File: config.mk
export PLATFORM = sky130hd
export DESIGN_NAME = ordered_list_append_delete_core
export DESIGN_NICKNAME = d
export VERILOG_FILES = /design/src/sv/ola_pkg.sv /design/src/sv/ola_ram.sv /design/src/sv/ola_ctrl.sv /design/src/sv/ordered_list_append_delete_core.sv
export SDC_FILE = /design/constraint.sdc
export NUM_CORES = 1
export LEC_CHECK = 0
export BUFFER_PORTS_ARGS = -buffer_cell sky130_fd_sc_hd__buf_2
export CORE_MARGIN = 4
export CORE_UTILIZATION = 56
export CTS_CLUSTER_SIZE = 8
export DETAILED_ROUTE_END_ITERATION = 10
export PLACE_DENSITY = 0.83
export SYNTH_ARGS = -nofsm -noshare
export SYNTH_HDL_FRONTEND = slang
export SYNTH_SLANG_ARGS = --single-unit
export TNS_END_PERCENT = 1
File: constraint.sdc
create_clock -name aclk -period 7.8 [get_ports aclk]
set_input_delay 0.78 -clock aclk [delete_from_list [all_inputs] [get_ports aclk]]
set_output_delay 0.78 -clock aclk [all_outputs]
set_load 0.02 [all_outputs]
File: src/sv/ola_pkg.sv
`timescale 1ns / 1ps
`default_nettype none

package ola_pkg;

    // fixed field widths of the result transfer
    localparam int STATUS_W = 2;
    localparam int COUNT_W  = 5;
    localparam int VALUE_W  = 32;

    // request kinds
    localparam logic REQ_APPEND = 1'b0;
    localparam logic REQ_DELETE = 1'b1;

    // result status codes
    localparam logic [STATUS_W-1:0] ST_DONE      = 2'd0;
    localparam logic [STATUS_W-1:0] ST_EMPTY     = 2'd1;
    localparam logic [STATUS_W-1:0] ST_NOT_FOUND = 2'd2;
    localparam logic [STATUS_W-1:0] ST_FULL      = 2'd3;

    // one result item, status in the lowest bits
    typedef struct packed {
        logic [VALUE_W-1:0]  tail_value;
        logic [VALUE_W-1:0]  head_value;
        logic                now_empty;
        logic [COUNT_W-1:0]  entry_count;
        logic [STATUS_W-1:0] status;
    } ola_result_t;

    localparam int RESULT_W = $bits(ola_result_t);

endpackage

`default_nettype wire

File: src/sv/ola_ram.sv
`timescale 1ns / 1ps
`default_nettype none

module ola_ram #(
    parameter int DEPTH  = 16,
    parameter int ADDR_W = 4,
    parameter int DATA_W = 32
) (
    input  wire logic              aclk,
    input  wire logic              wr_en,
    input  wire logic [ADDR_W-1:0] wr_addr,
    input  wire logic [DATA_W-1:0] wr_data,
    input  wire logic              rd_en,
    input  wire logic [ADDR_W-1:0] rd_addr,
    output logic      [DATA_W-1:0] rd_data
);

    logic [DATA_W-1:0] mem [DEPTH];

    // one write port, one registered read port
    always_ff @(posedge aclk) begin
        if (wr_en) begin
            mem[wr_addr] <= wr_data;
        end
        if (rd_en) begin
            rd_data <= mem[rd_addr];
        end
    end

endmodule

`default_nettype wire

File: src/sv/ola_ctrl.sv
`timescale 1ns / 1ps
`default_nettype none

module ola_ctrl
    import ola_pkg::*;
#(
    parameter int CAPACITY   = 16,
    parameter int DATA_WIDTH = 32,
    parameter int ADDR_W     = 4,
    parameter int CNT_W      = 5
) (
    input  wire logic                  aclk,
    input  wire logic                  aresetn,
    // request side
    input  wire logic                  req_valid,
    output logic                       req_ready,
    input  wire logic                  req_type,
    input  wire logic [VALUE_W-1:0]    req_value,
    // result side
    output logic                       res_valid,
    input  wire logic                  res_ready,
    output ola_result_t                res,
    // list storage
    output logic                       ram_wr_en,
    output logic      [ADDR_W-1:0]     ram_wr_addr,
    output logic      [DATA_WIDTH-1:0] ram_wr_data,
    output logic                       ram_rd_en,
    output logic      [ADDR_W-1:0]     ram_rd_addr,
    input  wire logic [DATA_WIDTH-1:0] ram_rd_data
);

    localparam logic [1:0] S_IDLE = 2'd0;
    localparam logic [1:0] S_SCAN = 2'd1;
    localparam logic [1:0] S_RESP = 2'd2;

    localparam logic [CNT_W-1:0] CAP_CNT = CNT_W'(CAPACITY);

    logic [1:0]            state_reg,     state_next;
    logic [CNT_W-1:0]      count_reg,     count_next;
    logic [DATA_WIDTH-1:0] head_reg,      head_next;
    logic [DATA_WIDTH-1:0] tail_reg,      tail_next;
    logic [DATA_WIDTH-1:0] key_reg,       key_next;
    logic [CNT_W-1:0]      rd_idx_reg,    rd_idx_next;
    logic [CNT_W-1:0]      chk_idx_reg,   chk_idx_next;
    logic                  chk_vld_reg,   chk_vld_next;
    logic                  found_reg,     found_next;
    logic                  kept_reg,      kept_next;
    logic [DATA_WIDTH-1:0] scan_head_reg, scan_head_next;
    logic [DATA_WIDTH-1:0] scan_tail_reg, scan_tail_next;
    logic [STATUS_W-1:0]   status_reg,    status_next;
    logic                  empty_reg,     empty_next;

    logic [63:0]           in_sext;
    logic [DATA_WIDTH-1:0] in_v;
    logic [CNT_W-1:0]      move_idx;
    logic                  key_hit;
    logic [63:0]           head_wide;
    logic [63:0]           tail_wide;
    logic [15:0]           count_wide;

    // value kept on its low DATA_WIDTH bits after sign extension
    assign in_sext   = {{32{req_value[VALUE_W-1]}}, req_value};
    assign in_v      = in_sext[DATA_WIDTH-1:0];
    assign move_idx  = chk_idx_reg - 1'b1;
    assign key_hit   = (ram_rd_data == key_reg);

    // sequencer
    always_comb begin
        state_next     = state_reg;
        count_next     = count_reg;
        head_next      = head_reg;
        tail_next      = tail_reg;
        key_next       = key_reg;
        rd_idx_next    = rd_idx_reg;
        chk_idx_next   = chk_idx_reg;
        chk_vld_next   = 1'b0;
        found_next     = found_reg;
        kept_next      = kept_reg;
        scan_head_next = scan_head_reg;
        scan_tail_next = scan_tail_reg;
        status_next    = status_reg;
        empty_next     = empty_reg;
        ram_wr_en      = 1'b0;
        ram_wr_addr    = count_reg[ADDR_W-1:0];
        ram_wr_data    = in_v;
        ram_rd_en      = 1'b0;
        ram_rd_addr    = rd_idx_reg[ADDR_W-1:0];
        case (state_reg)
            S_IDLE: begin
                if (req_valid) begin
                    key_next   = in_v;
                    empty_next = 1'b0;
                    if (req_type == REQ_APPEND) begin
                        state_next = S_RESP;
                        if (count_reg == CAP_CNT) begin
                            status_next = ST_FULL;
                        end else begin
                            ram_wr_en   = 1'b1;
                            count_next  = count_reg + 1'b1;
                            tail_next   = in_v;
                            status_next = ST_DONE;
                            if (count_reg == '0) begin
                                head_next = in_v;
                            end
                        end
                    end else if (count_reg == '0) begin
                        status_next = ST_EMPTY;
                        state_next  = S_RESP;
                    end else begin
                        rd_idx_next = '0;
                        found_next  = 1'b0;
                        kept_next   = 1'b0;
                        state_next  = S_SCAN;
                    end
                end
            end
            S_SCAN: begin
                // issue the next read
                if (rd_idx_reg != count_reg) begin
                    ram_rd_en    = 1'b1;
                    rd_idx_next  = rd_idx_reg + 1'b1;
                    chk_vld_next = 1'b1;
                    chk_idx_next = rd_idx_reg;
                end
                // compare the returned entry, close up the gap behind a match
                if (chk_vld_reg) begin
                    if (!found_reg && key_hit) begin
                        found_next = 1'b1;
                    end else begin
                        if (found_reg) begin
                            ram_wr_en   = 1'b1;
                            ram_wr_addr = move_idx[ADDR_W-1:0];
                            ram_wr_data = ram_rd_data;
                        end
                        if (!kept_reg) begin
                            scan_head_next = ram_rd_data;
                            kept_next      = 1'b1;
                        end
                        scan_tail_next = ram_rd_data;
                    end
                end
                // all entries seen
                if (!chk_vld_reg && rd_idx_reg == count_reg) begin
                    state_next = S_RESP;
                    if (found_reg) begin
                        count_next  = count_reg - 1'b1;
                        head_next   = scan_head_reg;
                        tail_next   = scan_tail_reg;
                        status_next = ST_DONE;
                        empty_next  = (count_reg == CNT_W'(1));
                    end else begin
                        status_next = ST_NOT_FOUND;
                    end
                end
            end
            S_RESP: begin
                if (res_ready) begin
                    state_next = S_IDLE;
                end
            end
            default: begin
                state_next = S_IDLE;
            end
        endcase
    end

    // control state
    always_ff @(posedge aclk) begin
        if (!aresetn) begin
            state_reg   <= S_IDLE;
            count_reg   <= '0;
            chk_vld_reg <= 1'b0;
            found_reg   <= 1'b0;
            kept_reg    <= 1'b0;
        end else begin
            state_reg   <= state_next;
            count_reg   <= count_next;
            chk_vld_reg <= chk_vld_next;
            found_reg   <= found_next;
            kept_reg    <= kept_next;
        end
    end

    // payload
    always_ff @(posedge aclk) begin
        head_reg      <= head_next;
        tail_reg      <= tail_next;
        key_reg       <= key_next;
        rd_idx_reg    <= rd_idx_next;
        chk_idx_reg   <= chk_idx_next;
        scan_head_reg <= scan_head_next;
        scan_tail_reg <= scan_tail_next;
        status_reg    <= status_next;
        empty_reg     <= empty_next;
    end

    // result build, head and tail read as zero on an empty list
    assign head_wide  = 64'(head_reg);
    assign tail_wide  = 64'(tail_reg);
    assign count_wide = 16'(count_reg);

    assign req_ready       = (state_reg == S_IDLE);
    assign res_valid       = (state_reg == S_RESP);
    assign res.status      = status_reg;
    assign res.entry_count = count_wide[COUNT_W-1:0];
    assign res.now_empty   = empty_reg;
    assign res.head_value  = (count_reg != '0) ? head_wide[VALUE_W-1:0] : '0;
    assign res.tail_value  = (count_reg != '0) ? tail_wide[VALUE_W-1:0] : '0;

endmodule

`default_nettype wire

File: src/sv/ordered_list_append_delete_core.sv
// Ordered list of up to CAPACITY values with append at the tail and delete
// of the first entry equal to a key.
// Input channel s_*: one transfer is one request; s_tuser[0] is the kind
// (0 append, 1 delete) and s_tdata carries the value or key.
// Output channel m_*: one transfer per request with status, entry count,
// became-empty flag and the head and tail values (zero on an empty list).
// An append, a rejected append and a delete on an empty list go straight
// to the result state; the result then passes to the output register and
// m_tvalid. A delete walks the list one entry per cycle through the single
// read port of the entry memory and closes up the gap with the write port
// in the same pass. s_tready is high only while no request is in progress,
// so a new request is not taken until the previous result has been handed
// to the output register.
// Results go to an output register, so the next request is taken while a
// result waits; with m_tready low and the register full, the next result
// holds the sequencer until the register drains.
// After reset the list is empty; the entry memory is not cleared and no
// entry is read before it was written.
`timescale 1ns / 1ps
`default_nettype none

module ordered_list_append_delete_core
    import ola_pkg::*;
#(
    parameter int CAPACITY   = 16,
    parameter int DATA_WIDTH = 32
) (
    input  wire logic                aclk,
    input  wire logic                aresetn,
    input  wire logic                s_tvalid,
    output logic                     s_tready,
    input  wire logic [VALUE_W-1:0]  s_tdata,   // [31:0] item_value
    input  wire logic                s_tuser,   // [0] req_type
    output logic                     m_tvalid,
    input  wire logic                m_tready,
    // [1:0] status, [6:2] entry_count, [7] now_empty,
    // [39:8] head_value, [71:40] tail_value
    output logic      [RESULT_W-1:0] m_tdata
);

    localparam int ADDR_W = $clog2(CAPACITY);
    localparam int CNT_W  = $clog2(CAPACITY + 1);

    logic                  res_valid;
    logic                  res_ready;
    ola_result_t           res;
    logic                  ram_wr_en;
    logic [ADDR_W-1:0]     ram_wr_addr;
    logic [DATA_WIDTH-1:0] ram_wr_data;
    logic                  ram_rd_en;
    logic [ADDR_W-1:0]     ram_rd_addr;
    logic [DATA_WIDTH-1:0] ram_rd_data;

    logic                  out_valid_reg, out_valid_next;
    ola_result_t           out_data_reg,  out_data_next;

    ola_ctrl #(
        .CAPACITY   (CAPACITY),
        .DATA_WIDTH (DATA_WIDTH),
        .ADDR_W     (ADDR_W),
        .CNT_W      (CNT_W)
    ) u_ctrl (
        .aclk        (aclk),
        .aresetn     (aresetn),
        .req_valid   (s_tvalid),
        .req_ready   (s_tready),
        .req_type    (s_tuser),
        .req_value   (s_tdata),
        .res_valid   (res_valid),
        .res_ready   (res_ready),
        .res         (res),
        .ram_wr_en   (ram_wr_en),
        .ram_wr_addr (ram_wr_addr),
        .ram_wr_data (ram_wr_data),
        .ram_rd_en   (ram_rd_en),
        .ram_rd_addr (ram_rd_addr),
        .ram_rd_data (ram_rd_data)
    );

    ola_ram #(
        .DEPTH  (CAPACITY),
        .ADDR_W (ADDR_W),
        .DATA_W (DATA_WIDTH)
    ) u_ram (
        .aclk    (aclk),
        .wr_en   (ram_wr_en),
        .wr_addr (ram_wr_addr),
        .wr_data (ram_wr_data),
        .rd_en   (ram_rd_en),
        .rd_addr (ram_rd_addr),
        .rd_data (ram_rd_data)
    );

    // output register
    assign res_ready = !out_valid_reg || m_tready;

    always_comb begin
        out_valid_next = out_valid_reg;
        out_data_next  = out_data_reg;
        if (m_tready) begin
            out_valid_next = 1'b0;
        end
        if (res_valid && res_ready) begin
            out_valid_next = 1'b1;
            out_data_next  = res;
        end
    end

    always_ff @(posedge aclk) begin
        if (!aresetn) begin
            out_valid_reg <= 1'b0;
        end else begin
            out_valid_reg <= out_valid_next;
        end
    end

    always_ff @(posedge aclk) begin
        out_data_reg <= out_data_next;
    end

    assign m_tvalid = out_valid_reg;
    assign m_tdata  = out_data_reg;

`ifndef SYNTH
    // a taken request keeps the sequencer busy in the next cycle
    a_busy_after_take: assert property (@(posedge aclk) disable iff (!aresetn)
        s_tvalid && s_tready |=> !s_tready)
        else $error("request taken while previous one still in progress");

    // became-empty only on a completed delete that left nothing
    a_empty_flag: assert property (@(posedge aclk) disable iff (!aresetn)
        m_tvalid && out_data_reg.now_empty |->
            out_data_reg.status == ST_DONE && out_data_reg.entry_count == '0)
        else $error("now_empty with a nonzero count or failed request");

    // a full report carries the capacity as count
    a_full_count: assert property (@(posedge aclk) disable iff (!aresetn)
        m_tvalid && out_data_reg.status == ST_FULL |->
            out_data_reg.entry_count == COUNT_W'(CAPACITY))
        else $error("list full reported below capacity");

    // an empty report comes from an empty list
    a_empty_count: assert property (@(posedge aclk) disable iff (!aresetn)
        m_tvalid && out_data_reg.status == ST_EMPTY |->
            out_data_reg.entry_count == '0 && out_data_reg.head_value == '0)
        else $error("empty status with entries present");
`endif

endmodule

`default_nettype wire
==> impl_metrics.toml, run 1 <==
[drt]
drt_iter0_markers = 1840
firstDrtPassIters = 5
drt_wl_total_um = 66300
wire_per_inst_um = 27.0
num_vias = 15416
drcViolationCount = 0
vias_per_cell = 6.27
antenna_left = 0

[yosys]
ys_warn_count = 0
synthesis.area_um2 = 30600
synth_top_cell_by_area = "edfxtp_1"
synth_seq_cells = 799
synth_edf_count = 788
avgSynthCellArea_um2 = 19.5
synthesis.nets = 1614
yosys-top-cells-area = "edfxtp_1 (77%), mux4_2 (9.4%), nand2_1 (2.2%), and2_1 (1.3%), mux2_2 (1.2%)"
yosysMostFrequentCell = "edfxtp_1"
synth_top_cells_by_count = "edfxtp_1 (788), nand2_1 (177), mux4_2 (128)"
ys_async_sr_fraction_pct = 0
synth_top_area_share_pct = 77.4
yosysSeqAreaShare_pct = 78.1
synth_cells = 1571
synth_ff_type = "edfxtp_1"
synth.distinct_cells = 47

[finish]
top_register = "u_ram.mem"
fin_nets = 1776
fin_cells = 2457
layout-drive-gt1-share_pct = 24.4
area_growth_pct = 14.2
largest_register_ffs = 512

[timing]
worst_hold_slack_ns = 0.377
clock_skew_ns = 0.0224
fmax_mhz = 258
setup-tns-final_ns = 0
hold_violations = 0
worst_slew_pin_slew_ns = 1.22
rsz0062_at_grt = "no"
drv_slew = 0
finalCritPeriodShare_pct = 49.7
finalCriticalPeriod_ns = 3.88
setup_viol = 0
max_slew_margin_pct = 19.0

[critical_path]
cp_max_fo = 36
r2r_slack_ns = 3.92
critPathKind = "reg2reg"
crit_family = "simple AND/OR/NAND/NOR gates"
crit_required_ns = 8.04
max_stage_delay_ns = 0.93
critPathBufInv = 1
r2r_cells = 6
cp.arrival_ns = 4.11
cp_cell_sequence = "nor3b_4 > buf_4 > or4b_1 > o22ai_1 > nand2_1 > nor2_4"
cp-start-kind = "flop"
r2r-end = "u_ram.mem[12][13]"
cp_slowest_cell = "nor2_4"
r2r_start = "u_ctrl.state_reg[0]"
critPathCaptureType = "flop"

[place]
dp_hpwl_um = 37100
gp_congestion = 0.857
io_buffers = 110
place_inst = 2318

[floorplan]
rows = 85
die_x_um = 242
design.die.area_um2 = 58400
ios = 111
die_y_um = 242
core_area_um2 = 53900
start_util_pct = 56.7

[global_routing]
grt_max_degree = 109
grt.overflow.total = 0
grt_pass1_vias = 15796
grtUsageTotal_pct = 22.7
antenna_found_initial = 1
grt_pass1_wl_um = 100000

[clocking]
cts-resized-gates = 0
cts_tree = "done"
hold_buffers = 0
cts_setup_buffers = 0
htreeDepth = 3
clkTransAtPathRegs_ns = 0.05
cts_buffers = 109
root_buffer = "clkbuf_16"
cts.sinks = 799
cts_buffer_depth = 3
worstSkewPairLatency_ns = 0.63

[pwr]
power_density_nw_per_um2 = 281
ir_drop_v = 0.000196
leakage_nw = 11.5

[min_path]
hold_class = "in2reg"
min_from = "s_tdata[3]"
hold_end = "u_ctrl.key_reg[3]"
min_path_cells = 1

[flow_run]
maxCapViolations = 0

[run_status]
status = "finished, final reports clean"
worst max path at each step:
| stage | start | endpoint | cells after the start |
|---|---|---|---|
| floorplan | s_tvalid | u_ram.mem[7][0] | 5 |
| global placement | s_tvalid | u_ram.mem[12][12] | 7 |
| detailed placement | s_tvalid | u_ram.mem[12][13] | 7 |
| CTS | u_ctrl.state_reg[0] | u_ram.mem[12][13] | 6 |
| global route | u_ctrl.state_reg[0] | u_ram.mem[12][13] | 6 |
| finish | u_ctrl.state_reg[0] | u_ram.mem[12][13] | 6 |
area by class of cell:
cell class	instances	area [um^2]
Tap cell	696	871
Clock inverter	5	43.8
Timing Repair Buffer	127	691
Clock buffer	132	2860
Inverter	9	33.8
Multi-Input combinational cell	687	6520
Antenna cell	2	5.00
Fill cell	3297	19000
Sequential cell	799	23900
kinds of logic after synthesis:
group	synth area share, %
flops	78.1
compound gates	2.03
xor+xnor	1.29
fa+ha+maj	0.246
mux	11.7
buf+inv	1.12
simple gates	5.47
per-layer routing:
layer,vias to the layer above,wire [um],track usage [%],part of all wire [%]
li1,6476,-,-,-
met5,-,0,0,0
met2,949,32800,36.8,50
met3,155,6020,3.90,9.1
met4,0,2020,7.85,3.0
met1,7836,25400,31.9,38
cell usage in the layout (no fill, tap or decap), drive strengths merged, types with 32 or more instances in the layout:
| master | count |
|---|---|
| a211oi | 33 |
| a21oi | 36 |
| and2 | 65 |
| buf | 127 |
| clkbuf | 132 |
| edfxtp | 788 |
| mux2 | 32 |
| mux2i | 34 |
| mux4 | 128 |
| nand2 | 177 |
| nor2 | 34 |
| nor2b | 35 |
| xor2 | 38 |
through the flow:
| step | utilization (%) | area (um^2) | worst slack, ns | power, W |
|---|---|---|---|---|
| global route | 64.7 | 34900 | 3.75 | 0.0101 |
| global placement | 59.3 | 32000 | 3.84 | 0.00568 |
| finish | 64.7 | 34900 | 3.92 | 0.00980 |
| floorplan | - | 30600 | 2.88 | 0.00549 |
| detailed placement | 59.3 | 32000 | 3.73 | 0.00572 |
| CTS | 64.7 | 34900 | 3.92 | 0.00986 |
power breakdown:
| group | leakage [nW] | internal (W) | total (W) | switching, W |
|---|---|---|---|---|
| clock | 1.42 | 0.00251 | 0.00414 | 0.00163 |
| combinational | 2.87 | 0.000255 | 0.000727 | 0.000472 |
| sequential | 7.26 | 0.00489 | 0.00494 | 0.0000455 |
No activity file was read; power rests on OpenSTA's default activity.
==> run 2, diff against run 1 <==
--- a/config.mk
+++ b/config.mk
@@ -5,12 +5,13 @@
 export SDC_FILE = /design/constraint.sdc
 export NUM_CORES = 1
 export LEC_CHECK = 0
+export ABC_AREA = 1
 export BUFFER_PORTS_ARGS = -buffer_cell sky130_fd_sc_hd__buf_2
 export CORE_MARGIN = 4
 export CORE_UTILIZATION = 56
 export CTS_CLUSTER_SIZE = 8
 export DETAILED_ROUTE_END_ITERATION = 10
-export PLACE_DENSITY = 0.83
+export PLACE_DENSITY = 0.86
 export SYNTH_ARGS = -nofsm -noshare
 export SYNTH_HDL_FRONTEND = slang
 export SYNTH_SLANG_ARGS = --single-unit
==> constraint.sdc (replaced) <==
create_clock -name aclk -period 3.34 [get_ports aclk]
set_input_delay 0.334 -clock aclk [delete_from_list [all_inputs] [get_ports aclk]]
set_output_delay 0.334 -clock aclk [all_outputs]
set_load 0.02 [all_outputs]
==> run 2 against run 1 <==
Sequential power grew to 2.7 times the previous value; total power grew to 3.2 times the previous value; setup slack lost 3.6 ns; final cell count grew 36%; fmax grew 27%; largest power group unchanged; via count grew 32%; design area grew 3.1%; combinational power grew to 11 times the previous value; hold slack lost 0.33 ns; global-route usage grew 1.9 points; routed wire length grew 13%; synthesized area grew 2.4%.
==> impl_metrics.toml, run 2 <==
[finish]
area_growth_pct = 15.0
largest_register_ffs = 512
fin_nets = 2628
n_antenna_cell = 0
fin_area_um2 = 36000
most-common-layout-cells = "edfxtp_1 (788), nand2_1 (447), nor2_1 (310), o21ai_0 (255), inv_1 (132)"
fillCellCount = 3447
final_common_cell = "edfxtp_1"
top_register = "u_ram.mem"
layout-drive-gt1-share_pct = 12.1

[drt]
firstDrtPassIters = 6
drcViolationCount = 0
num_vias = 20371
antenna_left = 0
drt_iter0_markers = 3225
drt_wl_total_um = 74800
vias_per_cell = 6.08
wire_per_inst_um = 22.3

[place]
io_buffers = 110
dp_hpwl_um = 40800
place_area_um2 = 32800
gp_congestion = 0.878

[clocking]
cts_buffers = 109
cts_tree = "done"
root_buffer = "clkbuf_16"
worstSkewPairLatency_ns = 0.66
cts_buffer_depth = 3
clkTransAtPathRegs_ns = 0.05
cts.sinks = 799
htreeDepth = 3
cts_setup_buffers = 0

[yosys]
yosys-top-cells-area = "edfxtp_1 (76%), nand2_1 (5.4%), o21ai_0 (4.1%), nor2_1 (3.9%), inv_1 (1.6%)"
synthesis.nets = 2460
synth_xor_area_share_pct = 0.699
synth_seq_cells = 799
synth_top_area_share_pct = 75.6
yosysSeqAreaShare_pct = 76.3
synth_top_cell_by_area = "edfxtp_1"
synth_top_family_by_area = "simple AND/OR/NAND/NOR gates"
ys_warn_count = 0
ys_async_sr_fraction_pct = 0
synth-simple-area-share_pct = 11.2
synth_compound_area_share_pct = 8.21
yosysMostFrequentCell = "edfxtp_1"
synth.distinct_cells = 39
synthMuxAreaShare_pct = 0
synthAdderAreaFrac_pct = 0.240
synthesis.area_um2 = 31300
synth_ff_type = "edfxtp_1"
synth_cells = 2417
synth_top_cells_by_count = "edfxtp_1 (788), nand2_1 (447), nor2_1 (328)"
synth_edf_count = 788
avgSynthCellArea_um2 = 13.0

[timing]
hold_violations = 0
clock_skew_ns = 0.0280
setup_viol = 0
rsz0062_at_grt = "no"
worst_slew_pin_slew_ns = 1.35
worst_hold_slack_ns = 0.0488
finalCritPeriodShare_pct = 91.5
drv_slew = 0
fmax_mhz = 327
finalCriticalPeriod_ns = 3.06
max_slew_margin_pct = 9.34
setup-tns-final_ns = 0

[critical_path]
crit_required_ns = 3.60
r2r_slack_ns = 0.28
critPathLaunch = "u_ctrl.state_reg[0]"
cp_max_fo = 51
cp_slowest_cell = "o21ai_1"
cp.arrival_ns = 3.31
max_stage_delay_ns = 1.06
cp-start-kind = "flop"
cp_cell_sequence = "inv_2 > nor2_4 > inv_2 > nor2_4 > inv_2 > nor2_8 > inv_2 > buf_12 > o21ai_1"
r2r_start = "u_ctrl.state_reg[0]"
critPathKind = "reg2reg"
r2r_cells = 9
r2r-end = "u_ram.mem[3][16]"
critPathCaptureType = "flop"
cpMostUsedCell = "inv_2"

[run_status]
status = "finished, final reports clean"

[global_routing]
grtUsageTotal_pct = 24.5
antenna_found_initial = 4
busiest_layer = "met2"
grt_pass1_vias = 20013
met2_usage_pct = 41.0
grt_max_degree = 261
grt.overflow.total = 0
use_met3_pct = 4.45
grt_util_met1_pct = 32.7
grt_pass1_wl_um = 114000

[floorplan]
rows = 86
die_y_um = 244
ios = 111
design.die.area_um2 = 59800
die_x_um = 244
core_area_um2 = 55200
start_util_pct = 56.7

[min_path]
min_path_cells = 3
min_from = "m_tready"
hold_end = "m_tvalid"
hold_class = "in2reg"

[flow_run]
maxCapViolations = 0

[pwr]
leakage_nw = 13.0
ir_drop_v = 0.000756
power_density_nw_per_um2 = 871
## run 2: cell types whose count changed after synthesis, moves of 34 or more
| cell | previous run | this run |
|---|---|---|
| nor2_1 | 34 | 328 |
| nand3_1 | 7 | 69 |
| o221ai_1 | 0 | 52 |
| o21ai_0 | 3 | 255 |
| inv_1 | 9 | 133 |
| and2_1 | 65 | 1 |
| nand2_1 | 177 | 447 |
| nor2b_1 | 35 | 1 |
| mux2i_1 | 34 | 0 |
| o22ai_1 | 2 | 76 |
| mux4_2 | 128 | 0 |
## run 2: logic make-up after synthesis
kind of cell | Yosys count
xor+xnor | 25
flops | 799
simple gates | 875
fa+ha+maj | 6
buf+inv | 269
compound gates | 443
## run 2: power breakdown
part           internal, W  switching, W  total (W)
combinational      0.00209       0.00606    0.00815
clock              0.00580       0.00386    0.00966
sequential          0.0130      0.000513     0.0135
## run 2: cell type report
cell class	count	area [um^2]	area share, %
Clock inverter	6	100	0.278
Clock buffer	121	2790	7.76
Timing Repair Buffer	185	1260	3.50
Multi-Input combinational cell	1349	6500	18.0
Tap cell	748	936	2.60
Inverter	141	534	1.48
Sequential cell	799	23900	66.3
## run 2: how the worst max path moves through the flow
stage,depth (start not counted),slack [ns],to
2_1_floorplan,5,0.18,u_ram.mem[10][0]
3_3_place_gp,12,0.47,u_ram.mem[3][4]
3_5_place_dp,12,0.35,u_ram.mem[3][4]
4_1_cts,12,0.32,u_ram.mem[2][9]
5_1_grt,9,0.17,u_ram.mem[6][16]
6_report,9,0.28,u_ram.mem[3][16]
## run 2: through the flow
| stage | power, W | instances | util (%) | setup slack (ns) |
|---|---|---|---|---|
| after floorplan | 0.0189 | 2417 | - | 0.184 |
| after global placement | 0.0210 | 3189 | 59.4 | 0.468 |
| after detailed placement | 0.0214 | 3189 | 59.4 | 0.351 |
| after CTS | 0.0312 | 3349 | 65.2 | 0.319 |
| after global routing | 0.0327 | 3349 | 65.2 | 0.165 |
| final | 0.0313 | 3349 | 65.2 | 0.282 |
## run 2: timing repair
action / CTS / global route
gates resized for setup: 0 / 0
hold buffers: 33 / 0
hold endpoints to repair: 38 / 0
## run 2: worst max-delay path: cells and delay by family, from the launching register on
kind / cells / cell delay (ns)
AOI/OAI and AO/OA: 1 / 1.06
buffers and inverters: 5 / 0.62
DFF: 1 / 0.45
and+or+nand+nor: 3 / 0.47
## run 2: metal layers
layer  wire length [um]  up-vias  part of all wire, %
met5                 39        -                0.052
met4               2290        6                  3.1
met3               8900      219                   12
met2              36700     1487                   49
met1              26900     9753                   36
li1                   -     8906                    -
